[config.mk]
export PLATFORM = sky130hd
export DESIGN_NAME = seniority_shaker_sorter_flat
export DESIGN_NICKNAME = d
export VERILOG_FILES = /design/src/hdl/sss_pkg.sv /design/src/hdl/sss_if.sv /design/src/hdl/seniority_shaker_sorter.sv /design/src/hdl/sss_cmp_unit.sv /design/src/flat_wrapper.sv
export SDC_FILE = /design/constraint.sdc
export NUM_CORES = 2
export LEC_CHECK = 0
export BUFFER_PORTS_ARGS = -buffer_cell sky130_fd_sc_hd__buf_2
export CORE_ASPECT_RATIO = 0.7
export CORE_MARGIN = 2
export CORE_UTILIZATION = 45
export CTS_BUF_LIST = sky130_fd_sc_hd__clkbuf_4 sky130_fd_sc_hd__clkbuf_8
export DETAILED_ROUTE_END_ITERATION = 10
export PLACE_DENSITY = 0.68
export SKIP_CTS_REPAIR_TIMING = 1
export SYNTH_ARGS = -nofsm -noshare
export SYNTH_HDL_FRONTEND = slang
export SYNTH_SLANG_ARGS = --single-unit
[constraint.sdc]
create_clock -name clock -period 3.9 [get_ports clock]
set_input_delay 0.39 -clock clock [delete_from_list [all_inputs] [get_ports clock]]
set_output_delay 0.39 -clock clock [all_outputs]
set_load 0.02 [all_outputs]
[src/hdl/sss_pkg.sv]
// ----------------------------------------------------------------------------
// Seniority shaker sorter package
// Record widths, the stored entry layout and the compare unit interface types.
// ----------------------------------------------------------------------------
package sss_pkg;

   localparam int KEY_W = 7;
   localparam int TAG_W = 8;

   typedef struct packed {
      logic [KEY_W-1:0] key;
      logic [TAG_W-1:0] tag;
   } entry_type;

   typedef enum logic [1:0] {
      DIR_FWD = 2'b01,
      DIR_BWD = 2'b10
   } dir_type;

   typedef struct packed {
      entry_type wr_entry;
      entry_type carry;
      logic      swap;
   } cmp_result_type;

endpackage

[src/hdl/sss_if.sv]
// ----------------------------------------------------------------------------
// Seniority shaker sorter channels
// Valid/ready channels for the incoming records and the sorted results.
// ----------------------------------------------------------------------------
interface sss_req_if;
   logic                      valid;
   logic                      ready;
   logic                      is_director;
   logic [sss_pkg::KEY_W-1:0] years_as_director;
   logic [sss_pkg::KEY_W-1:0] years_in_service;
   logic [sss_pkg::TAG_W-1:0] record_tag;
   logic                      last_record;

   modport source (output valid, is_director, years_as_director, years_in_service,
                   record_tag, last_record, input ready);
   modport sink (input valid, is_director, years_as_director, years_in_service,
                 record_tag, last_record, output ready);
endinterface

interface sss_rsp_if;
   logic                      valid;
   logic                      ready;
   logic [sss_pkg::TAG_W-1:0] out_tag;
   logic [sss_pkg::KEY_W-1:0] seniority;
   logic                      last_out;

   modport source (output valid, out_tag, seniority, last_out, input ready);
   modport sink (input valid, out_tag, seniority, last_out, output ready);
endinterface

[src/hdl/seniority_shaker_sorter.sv]
// ----------------------------------------------------------------------------
// Seniority shaker sorter
// Collects records, sorts them stably by seniority and streams them out.
// ----------------------------------------------------------------------------
// Records enter on the req channel, one per cycle while ready is high. The key
// is years_as_director for directors and years_in_service otherwise. Records
// beyond MAX_RECORDS are dropped. The record marked last_record starts the
// sort, and ready stays low until the last sorted result has been loaded
// into the output register.
// The sort walks one compare-swap per cycle through the single shared compare
// unit and the record memory, and each half pass also passes through its prime,
// load and end states. Emission reads each result from the registered memory in
// S_EMIT_READ and puts it into the output register in S_EMIT_PUT, which waits
// while the output register holds a result the receiver has not taken; a stalled
// result simply waits in the output register. The rsp channel marks the final
// result with last_out. Loading resumes as soon as the final result is
// registered.
// Reset empties the record set and drops any result not yet taken; the
// memory itself is not cleared.
// ----------------------------------------------------------------------------
module seniority_shaker_sorter #(
   parameter int MAX_RECORDS = 64
) (
   input  logic      clock,
   input  logic      reset,
   sss_req_if.sink   req,
   sss_rsp_if.source rsp
);

   localparam int IDX_W = $clog2(MAX_RECORDS);
   localparam int CNT_W = $clog2(MAX_RECORDS + 1);

   typedef enum logic [10:0] {
      S_LOAD      = 11'b000_0000_0001,
      S_FWD_PRIME = 11'b000_0000_0010,
      S_FWD_LOAD  = 11'b000_0000_0100,
      S_FWD_STEP  = 11'b000_0000_1000,
      S_FWD_END   = 11'b000_0001_0000,
      S_BWD_PRIME = 11'b000_0010_0000,
      S_BWD_LOAD  = 11'b000_0100_0000,
      S_BWD_STEP  = 11'b000_1000_0000,
      S_BWD_END   = 11'b001_0000_0000,
      S_EMIT_READ = 11'b010_0000_0000,
      S_EMIT_PUT  = 11'b100_0000_0000
   } state_type;

   state_type state_ff, state_in;

   logic [CNT_W-1:0] count_ff, count_in;
   logic [IDX_W-1:0] left_ff, left_in;
   logic [IDX_W-1:0] right_ff, right_in;
   logic [IDX_W-1:0] idx_ff, idx_in;
   logic             swapped_ff, swapped_in;
   sss_pkg::entry_type carry_ff, carry_in;
   sss_pkg::entry_type rd_data_ff;

   logic                      rsp_valid_ff, rsp_valid_in;
   logic [sss_pkg::TAG_W-1:0] rsp_tag_ff, rsp_tag_in;
   logic [sss_pkg::KEY_W-1:0] rsp_key_ff, rsp_key_in;
   logic                      rsp_last_ff, rsp_last_in;

   sss_pkg::entry_type store_ff [MAX_RECORDS];

   logic               wr_en;
   logic [IDX_W-1:0]   wr_addr;
   sss_pkg::entry_type wr_data;
   logic               rd_en;
   logic [IDX_W-1:0]   rd_addr;

   logic                   req_fire;
   logic                   rsp_free;
   logic                   rsp_load;
   logic                   emit_last;
   logic                   has_room;
   logic [CNT_W-1:0]       count_after;
   sss_pkg::dir_type       cmp_dir;
   sss_pkg::cmp_result_type cmp_result;

   sss_cmp_unit u_cmp (
      .dir     (cmp_dir),
      .carry   (carry_ff),
      .fetched (rd_data_ff),
      .result  (cmp_result)
   );

   assign req.ready   = (state_ff == S_LOAD);
   assign req_fire    = req.valid && req.ready;
   assign has_room    = count_ff < CNT_W'(MAX_RECORDS);
   assign count_after = has_room ? count_ff + CNT_W'(1) : count_ff;
   assign rsp_free    = !rsp_valid_ff || rsp.ready;
   assign emit_last   = (CNT_W'(idx_ff) + CNT_W'(1)) == count_ff;
   assign cmp_dir     = (state_ff == S_FWD_STEP) ? sss_pkg::DIR_FWD : sss_pkg::DIR_BWD;

   always_comb begin
      state_in    = state_ff;
      count_in    = count_ff;
      left_in     = left_ff;
      right_in    = right_ff;
      idx_in      = idx_ff;
      swapped_in  = swapped_ff;
      carry_in    = carry_ff;
      wr_en       = 1'b0;
      wr_addr     = idx_ff;
      wr_data     = cmp_result.wr_entry;
      rd_en       = 1'b0;
      rd_addr     = idx_ff;
      rsp_load    = 1'b0;
      rsp_tag_in  = rsp_tag_ff;
      rsp_key_in  = rsp_key_ff;
      rsp_last_in = rsp_last_ff;

      unique case (state_ff)
         S_LOAD: begin
            wr_addr     = count_ff[IDX_W-1:0];
            wr_data.key = req.is_director ? req.years_as_director : req.years_in_service;
            wr_data.tag = req.record_tag;
            if (req_fire) begin
               wr_en    = has_room;
               count_in = count_after;
               if (req.last_record) begin
                  idx_in = '0;
                  if (count_after < CNT_W'(2)) begin
                     state_in = S_EMIT_READ;
                  end else begin
                     left_in  = '0;
                     right_in = IDX_W'(count_after - CNT_W'(1));
                     state_in = S_FWD_PRIME;
                  end
               end
            end
         end
         S_FWD_PRIME: begin
            rd_en      = 1'b1;
            rd_addr    = left_ff;
            idx_in     = left_ff;
            swapped_in = 1'b0;
            state_in   = S_FWD_LOAD;
         end
         S_FWD_LOAD: begin
            carry_in = rd_data_ff;
            rd_en    = 1'b1;
            rd_addr  = idx_ff + IDX_W'(1);
            state_in = S_FWD_STEP;
         end
         S_FWD_STEP: begin
            wr_en    = 1'b1;
            carry_in = cmp_result.carry;
            if (cmp_result.swap) begin
               swapped_in = 1'b1;
            end
            if (idx_ff + IDX_W'(1) == right_ff) begin
               state_in = S_FWD_END;
            end else begin
               rd_en   = 1'b1;
               rd_addr = idx_ff + IDX_W'(2);
               idx_in  = idx_ff + IDX_W'(1);
            end
         end
         S_FWD_END: begin
            wr_en    = 1'b1;
            wr_addr  = right_ff;
            wr_data  = carry_ff;
            right_in = right_ff - IDX_W'(1);
            if (right_ff - IDX_W'(1) > left_ff) begin
               state_in = S_BWD_PRIME;
            end else begin
               idx_in   = '0;
               state_in = S_EMIT_READ;
            end
         end
         S_BWD_PRIME: begin
            rd_en    = 1'b1;
            rd_addr  = right_ff;
            idx_in   = right_ff;
            state_in = S_BWD_LOAD;
         end
         S_BWD_LOAD: begin
            carry_in = rd_data_ff;
            rd_en    = 1'b1;
            rd_addr  = idx_ff - IDX_W'(1);
            state_in = S_BWD_STEP;
         end
         S_BWD_STEP: begin
            wr_en    = 1'b1;
            carry_in = cmp_result.carry;
            if (cmp_result.swap) begin
               swapped_in = 1'b1;
            end
            if (idx_ff - IDX_W'(1) == left_ff) begin
               state_in = S_BWD_END;
            end else begin
               rd_en   = 1'b1;
               rd_addr = idx_ff - IDX_W'(2);
               idx_in  = idx_ff - IDX_W'(1);
            end
         end
         S_BWD_END: begin
            wr_en   = 1'b1;
            wr_addr = left_ff;
            wr_data = carry_ff;
            left_in = left_ff + IDX_W'(1);
            if (swapped_ff && (left_ff + IDX_W'(1) < right_ff)) begin
               state_in = S_FWD_PRIME;
            end else begin
               idx_in   = '0;
               state_in = S_EMIT_READ;
            end
         end
         S_EMIT_READ: begin
            rd_en    = 1'b1;
            rd_addr  = idx_ff;
            state_in = S_EMIT_PUT;
         end
         S_EMIT_PUT: begin
            if (rsp_free) begin
               rsp_load    = 1'b1;
               rsp_tag_in  = rd_data_ff.tag;
               rsp_key_in  = rd_data_ff.key;
               rsp_last_in = emit_last;
               if (emit_last) begin
                  count_in   = '0;
                  left_in    = '0;
                  right_in   = '0;
                  swapped_in = 1'b0;
                  state_in   = S_LOAD;
               end else begin
                  idx_in   = idx_ff + IDX_W'(1);
                  state_in = S_EMIT_READ;
               end
            end
         end
         default: begin
            state_in = S_LOAD;
         end
      endcase
   end

   always_comb begin
      if (rsp_load) begin
         rsp_valid_in = 1'b1;
      end else if (rsp.ready) begin
         rsp_valid_in = 1'b0;
      end else begin
         rsp_valid_in = rsp_valid_ff;
      end
   end

   always_ff @(posedge clock) begin
      if (reset) begin
         state_ff     <= S_LOAD;
         count_ff     <= '0;
         left_ff      <= '0;
         right_ff     <= '0;
         swapped_ff   <= 1'b0;
         rsp_valid_ff <= 1'b0;
      end else begin
         state_ff     <= state_in;
         count_ff     <= count_in;
         left_ff      <= left_in;
         right_ff     <= right_in;
         swapped_ff   <= swapped_in;
         rsp_valid_ff <= rsp_valid_in;
      end
   end

   always_ff @(posedge clock) begin
      idx_ff      <= idx_in;
      carry_ff    <= carry_in;
      rsp_tag_ff  <= rsp_tag_in;
      rsp_key_ff  <= rsp_key_in;
      rsp_last_ff <= rsp_last_in;
   end

   always_ff @(posedge clock) begin
      if (wr_en) begin
         store_ff[wr_addr] <= wr_data;
      end
   end

   always_ff @(posedge clock) begin
      if (rd_en) begin
         rd_data_ff <= store_ff[rd_addr];
      end
   end

   assign rsp.valid     = rsp_valid_ff;
   assign rsp.out_tag   = rsp_tag_ff;
   assign rsp.seniority = rsp_key_ff;
   assign rsp.last_out  = rsp_last_ff;

   a_fwd_in_bounds: assert property (@(posedge clock) disable iff (reset)
      (state_ff == S_FWD_STEP) |-> (idx_ff < right_ff))
      else $error("Forward step index reached the right bound.");

   a_bwd_in_bounds: assert property (@(posedge clock) disable iff (reset)
      (state_ff == S_BWD_STEP) |-> (idx_ff > left_ff))
      else $error("Backward step index reached the left bound.");

   a_count_cap: assert property (@(posedge clock) disable iff (reset)
      count_ff <= CNT_W'(MAX_RECORDS))
      else $error("Record count exceeds capacity.");

   a_emit_done: assert property (@(posedge clock) disable iff (reset)
      (state_ff == S_EMIT_PUT && rsp_load && emit_last)
      |=> (state_ff == S_LOAD && count_ff == '0 && rsp_valid_ff && rsp_last_ff))
      else $error("Final result did not return the block to loading.");

endmodule

[src/hdl/sss_cmp_unit.sv]
// ----------------------------------------------------------------------------
// Seniority shaker sorter compare unit
// Strict compare of the carried entry against the fetched neighbor, giving the
// entry to write back and the entry that travels on.
// ----------------------------------------------------------------------------
module sss_cmp_unit (
   input  sss_pkg::dir_type        dir,
   input  sss_pkg::entry_type      carry,
   input  sss_pkg::entry_type      fetched,
   output sss_pkg::cmp_result_type result
);

   logic swap;

   always_comb begin
      unique case (dir)
         sss_pkg::DIR_FWD: swap = carry.key > fetched.key;
         sss_pkg::DIR_BWD: swap = carry.key < fetched.key;
         default:          swap = 1'b0;
      endcase
   end

   always_comb begin
      result.swap     = swap;
      result.wr_entry = swap ? fetched : carry;
      result.carry    = swap ? carry : fetched;
   end

endmodule

[src/flat_wrapper.sv]
// flat-port wrapper written by rule: the top's interface ports become plain ports
module seniority_shaker_sorter_flat 
#(
   parameter int MAX_RECORDS = 64
)
  (clock, reset, req_valid, req_is_director, req_years_as_director, req_years_in_service, req_record_tag, req_last_record, req_ready, rsp_valid, rsp_out_tag, rsp_seniority, rsp_last_out, rsp_ready);
  sss_req_if req_i ();
  sss_rsp_if rsp_i ();
  input  logic clock;
  input  logic reset;
  input wire logic [$bits(req_i.valid)-1:0] req_valid;
  input wire logic [$bits(req_i.is_director)-1:0] req_is_director;
  input wire logic [$bits(req_i.years_as_director)-1:0] req_years_as_director;
  input wire logic [$bits(req_i.years_in_service)-1:0] req_years_in_service;
  input wire logic [$bits(req_i.record_tag)-1:0] req_record_tag;
  input wire logic [$bits(req_i.last_record)-1:0] req_last_record;
  output wire logic [$bits(req_i.ready)-1:0] req_ready;
  output wire logic [$bits(rsp_i.valid)-1:0] rsp_valid;
  output wire logic [$bits(rsp_i.out_tag)-1:0] rsp_out_tag;
  output wire logic [$bits(rsp_i.seniority)-1:0] rsp_seniority;
  output wire logic [$bits(rsp_i.last_out)-1:0] rsp_last_out;
  input wire logic [$bits(rsp_i.ready)-1:0] rsp_ready;
  assign req_i.valid = req_valid;
  assign req_i.is_director = req_is_director;
  assign req_i.years_as_director = req_years_as_director;
  assign req_i.years_in_service = req_years_in_service;
  assign req_i.record_tag = req_record_tag;
  assign req_i.last_record = req_last_record;
  assign req_ready = req_i.ready;
  assign rsp_valid = rsp_i.valid;
  assign rsp_out_tag = rsp_i.out_tag;
  assign rsp_seniority = rsp_i.seniority;
  assign rsp_last_out = rsp_i.last_out;
  assign rsp_i.ready = rsp_ready;
  seniority_shaker_sorter #(.MAX_RECORDS(MAX_RECORDS)) u_core (.clock(clock), .reset(reset), .req(req_i), .rsp(rsp_i));
endmodule
==> impl_metrics.yaml <==
placed_design:
  dp_hpwl_um: 78770
  pre_cts_ws_ns: -0.8836
  dpl-instance-area_um2: 49630
  routabilityCongestion: 0.9262
  port-buffer-count: 45
sta:
  skew_ns: 0.03736
  tightest_slew_ns: 0.8974
  fin_ws_ns: -0.05693
  setup_viol_count_final: 8
  period_minus_slack_ns: 3.957
  finalMaxSlewViolations: 0
  slew-limit-headroom_pct: 39.54
  post-route-period-util_pct: 101.5
  clock.fmax_ghz: 0.2527
  rsz0062_at_grt: "yes"
  finalHoldViolCount: 0
final_layout:
  nets: 3644
  final_cell_mix: "1012 x edfxtp_1, 553 x nand2_1, 291 x buf_4"
  drive_above_1_share_pct: 22.47
  syn2layout_area_growth_pct: 19.95
  final_cell_area_um2: 53340
  nFillCells: 7976
  layout_commonest_cell: "edfxtp_1"
run_status:
  violations: "negative setup slack"
  status: "finished, violations left"
worst_hold_path:
  hp-class: "in2reg"
  whs_path_depth: 2
  holdPathEnd: "u_core.count_ff[6]"
  min_from: "reset"
yosys:
  ys_types: 85
  syn_area_per_cell_um2: 13.99
  postSynth.asyncResetShare_pct: 0
  synth_top_area_cell: "edfxtp_1"
  synthCells: 3178
  synthFlopType: "edfxtp_1"
  ys_seq_elements: 1044
  synth_area_leaders: "edfxtp_1 68%, mux2i_1 6.3%, nand2_1 4.7%"
  synth_top_area_share_pct: 68.33
  synthesis.nets: 3233
  ys_warn_count: 0
  syn_area_um2: 44470
  ys_seq_area_share_pct: 69.77
  synth_edf_count: 1012
die:
  fp.dieArea_um2: 101400
  die_w_um: 379.8
  initial_core_util_pct: 45.38
  dieHeight_um: 267.0
  rows: 96
  io_pins: 46
  fp.coreArea_um2: 98010
worst_setup_path:
  critical_path_class: "reg2reg"
  crit_chain: "buf_6 -> ha_2 -> nand4_1 -> xnor2_2 -> and4_4 -> a21oi_2 -> or4b_4 -> nand2_8 -> buf_6 -> buf_6 -> a311o_1 -> a21oi_4 -> nor4_4 -> a31oi_1"
  worstPathArrival_ns: 4.52
  reg2reg_slack_ns: -0.06
  timing.critical_path.required_ns: 4.47
  rr_worst_depth: 14
  r2r_start: "u_core.idx_ff[1]"
  cp_common_cell: "buf_6"
  slowest_stage: "or4b_4"
  rr_endpoint: "u_core.rd_data_ff[9]"
  critPathCaptureType: "register"
  slowest_delay_ns: 0.66
  path_max_fanout: 6
  crit_start: "u_core.idx_ff[1]"
  startpoint_type: "register"
grt:
  grt_max_degree: 65
  gr-total-overflow: 0
  grt_first_pass_wirelength_um: 180300
  grt_pass1_vias: 27830
  antenna_found_initial: 2
  track_usage_pct: 23.93
power:
  total_power_w: 0.04293
  leakagePower_nw: 19.40
  pwr_density_cell_nw_per_um2: 804.7
  peakVddDrop_mv: 0.6716
route:
  viasPerCell: 5.840
  vias: 29360
  routedWlPerCell_um: 24.83
  first_iter_violations: 3829
  finalWirelength_um: 124800
  first_pass_iters: 9
  antenna_left: 0
  drc_errors: 0
clocking:
  clkTransAtPathRegs_ns: 0.07
  cts_sinks: 1044
  root_buffer: "clkbuf_8"
  tritoncts: "yes"
  ctsHtreeMaxLevel: 4
  clockBufferDepth: 3
  numCtsBuffers: 147
  insertion_delay_ns: 0.85
flow_run:
  cap_violations: 0
[cell type report]
| type | count | area (µm²) | share of cell area [%] |
|---|---|---|---|
| Sequential cell | 1044 | 31030 | 58.17 |
| Clock inverter | 65 | 341.6 | 0.6403 |
| Antenna cell | 2 | 5.005 | 0.009382 |
| Inverter | 30 | 112.6 | 0.2111 |
| Clock buffer | 197 | 2430 | 4.555 |
| Timing Repair Buffer | 461 | 4883 | 9.154 |
| Multi-Input combinational cell | 1905 | 12890 | 24.16 |
| Tap cell | 1323 | 1655 | 3.103 |
[worst max-delay path: cells and delay by family (launching register included)]
| kind | cells | cell delay, ns |
|---|---|---|
| compound gates | 4 | 0.49 |
| flops | 1 | 0.41 |
| buf+inv | 3 | 0.37 |
| xor+xnor | 1 | 0.30 |
| simple gates | 5 | 1.91 |
| fa+ha+maj | 1 | 0.20 |
[synth_stat cells, drive strengths merged, types with 7 or more instances]
cell	n
a211oi	40
a21o	23
a21oi	80
a221o	7
a22o	8
a22oi	9
a311o	25
a311oi	33
a31oi	22
and2	8
and3	73
buf	120
clkbuf	80
dfxtp	32
edfxtp	1012
ha	27
inv	29
mux2	70
mux2i	281
nand2	556
nand2b	8
nand3	149
nand4	38
nor2	128
nor2b	18
nor3	20
nor4	20
o211ai	57
o21ai	35
o221ai	31
o22ai	9
xnor2	35
xor2	12
[flip-flops by register name, indices dropped and copies added (netlist names)]
name	cells
u_core.rd_data_ff	15
u_core.rsp.valid	1
u_core.idx_ff	6
u_core.state_ff	11
u_core.carry_ff	15
u_core.rsp.out_tag	8
u_core.right_ff	6
u_core.rsp.seniority	7
u_core.count_ff	7
u_core.swapped_ff	1
u_core.left_ff	6
u_core.store_ff	960
u_core.rsp.last_out	1
[how the worst max path moves through the flow]
| stage | endpoint | slack [ns] | depth (start not counted) |
|---|---|---|---|
| 2_1_floorplan | u_core.rd_data_ff[13] | 0.21 | 16 |
| 3_3_place_gp | u_core.rd_data_ff[9] | -0.84 | 13 |
| 3_5_place_dp | u_core.rd_data_ff[9] | -0.88 | 13 |
| 4_1_cts | u_core.rd_data_ff[9] | -0.89 | 13 |
| 5_1_grt | u_core.rd_data_ff[12] | -0.16 | 15 |
| 6_report | u_core.rd_data_ff[9] | -0.06 | 14 |
[through the flow]
step	TNS (ns)	std cells	util [%]	hold WS (ns)
3_3_place_gp	-2.348	4728	50.63	0.5308
6_report	-0.2529	5027	54.43	0.06810
2_1_floorplan	0	3178	-	0.4460
4_1_cts	-3.395	4990	53.46	-0.1915
3_5_place_dp	-3.115	4728	50.63	0.5533
5_1_grt	-1.715	5026	54.42	0.08000
[per-layer routing]
metal / routed length (µm) / track usage [%] / vias up
met2: 52810 / 34.23 / 1549
met5: 0 / 0 / -
met3: 14780 / 6.698 / 203
li1: - / - / 12990
met4: 2910 / 7.046 / 0
met1: 54290 / 35.40 / 14620
[cell families (layout without fill, tap and decap cells)]
kind of cell	count (synthesis)	count (layout)	synth area share [%]
buffers and inverters	230	753	2.546
other	0	2	0
DFF	1044	1044	69.77
and+or+nand+nor	1055	1056	10.86
AOI/OAI and AO/OA	423	423	6.991
xor gates and xnor gates	48	48	0.9790
muxes	351	351	8.097
adders and majority gates	27	27	0.7596
[power breakdown]
group | total, W | internal [W] | switching, W
sequential | 0.0155 | 0.0152 | 0.000312
clock | 0.00832 | 0.00413 | 0.00419
combinational | 0.0191 | 0.00713 | 0.0120
total | 0.0429 | 0.0264 | 0.0165
(Power assumes the default switching activity.)
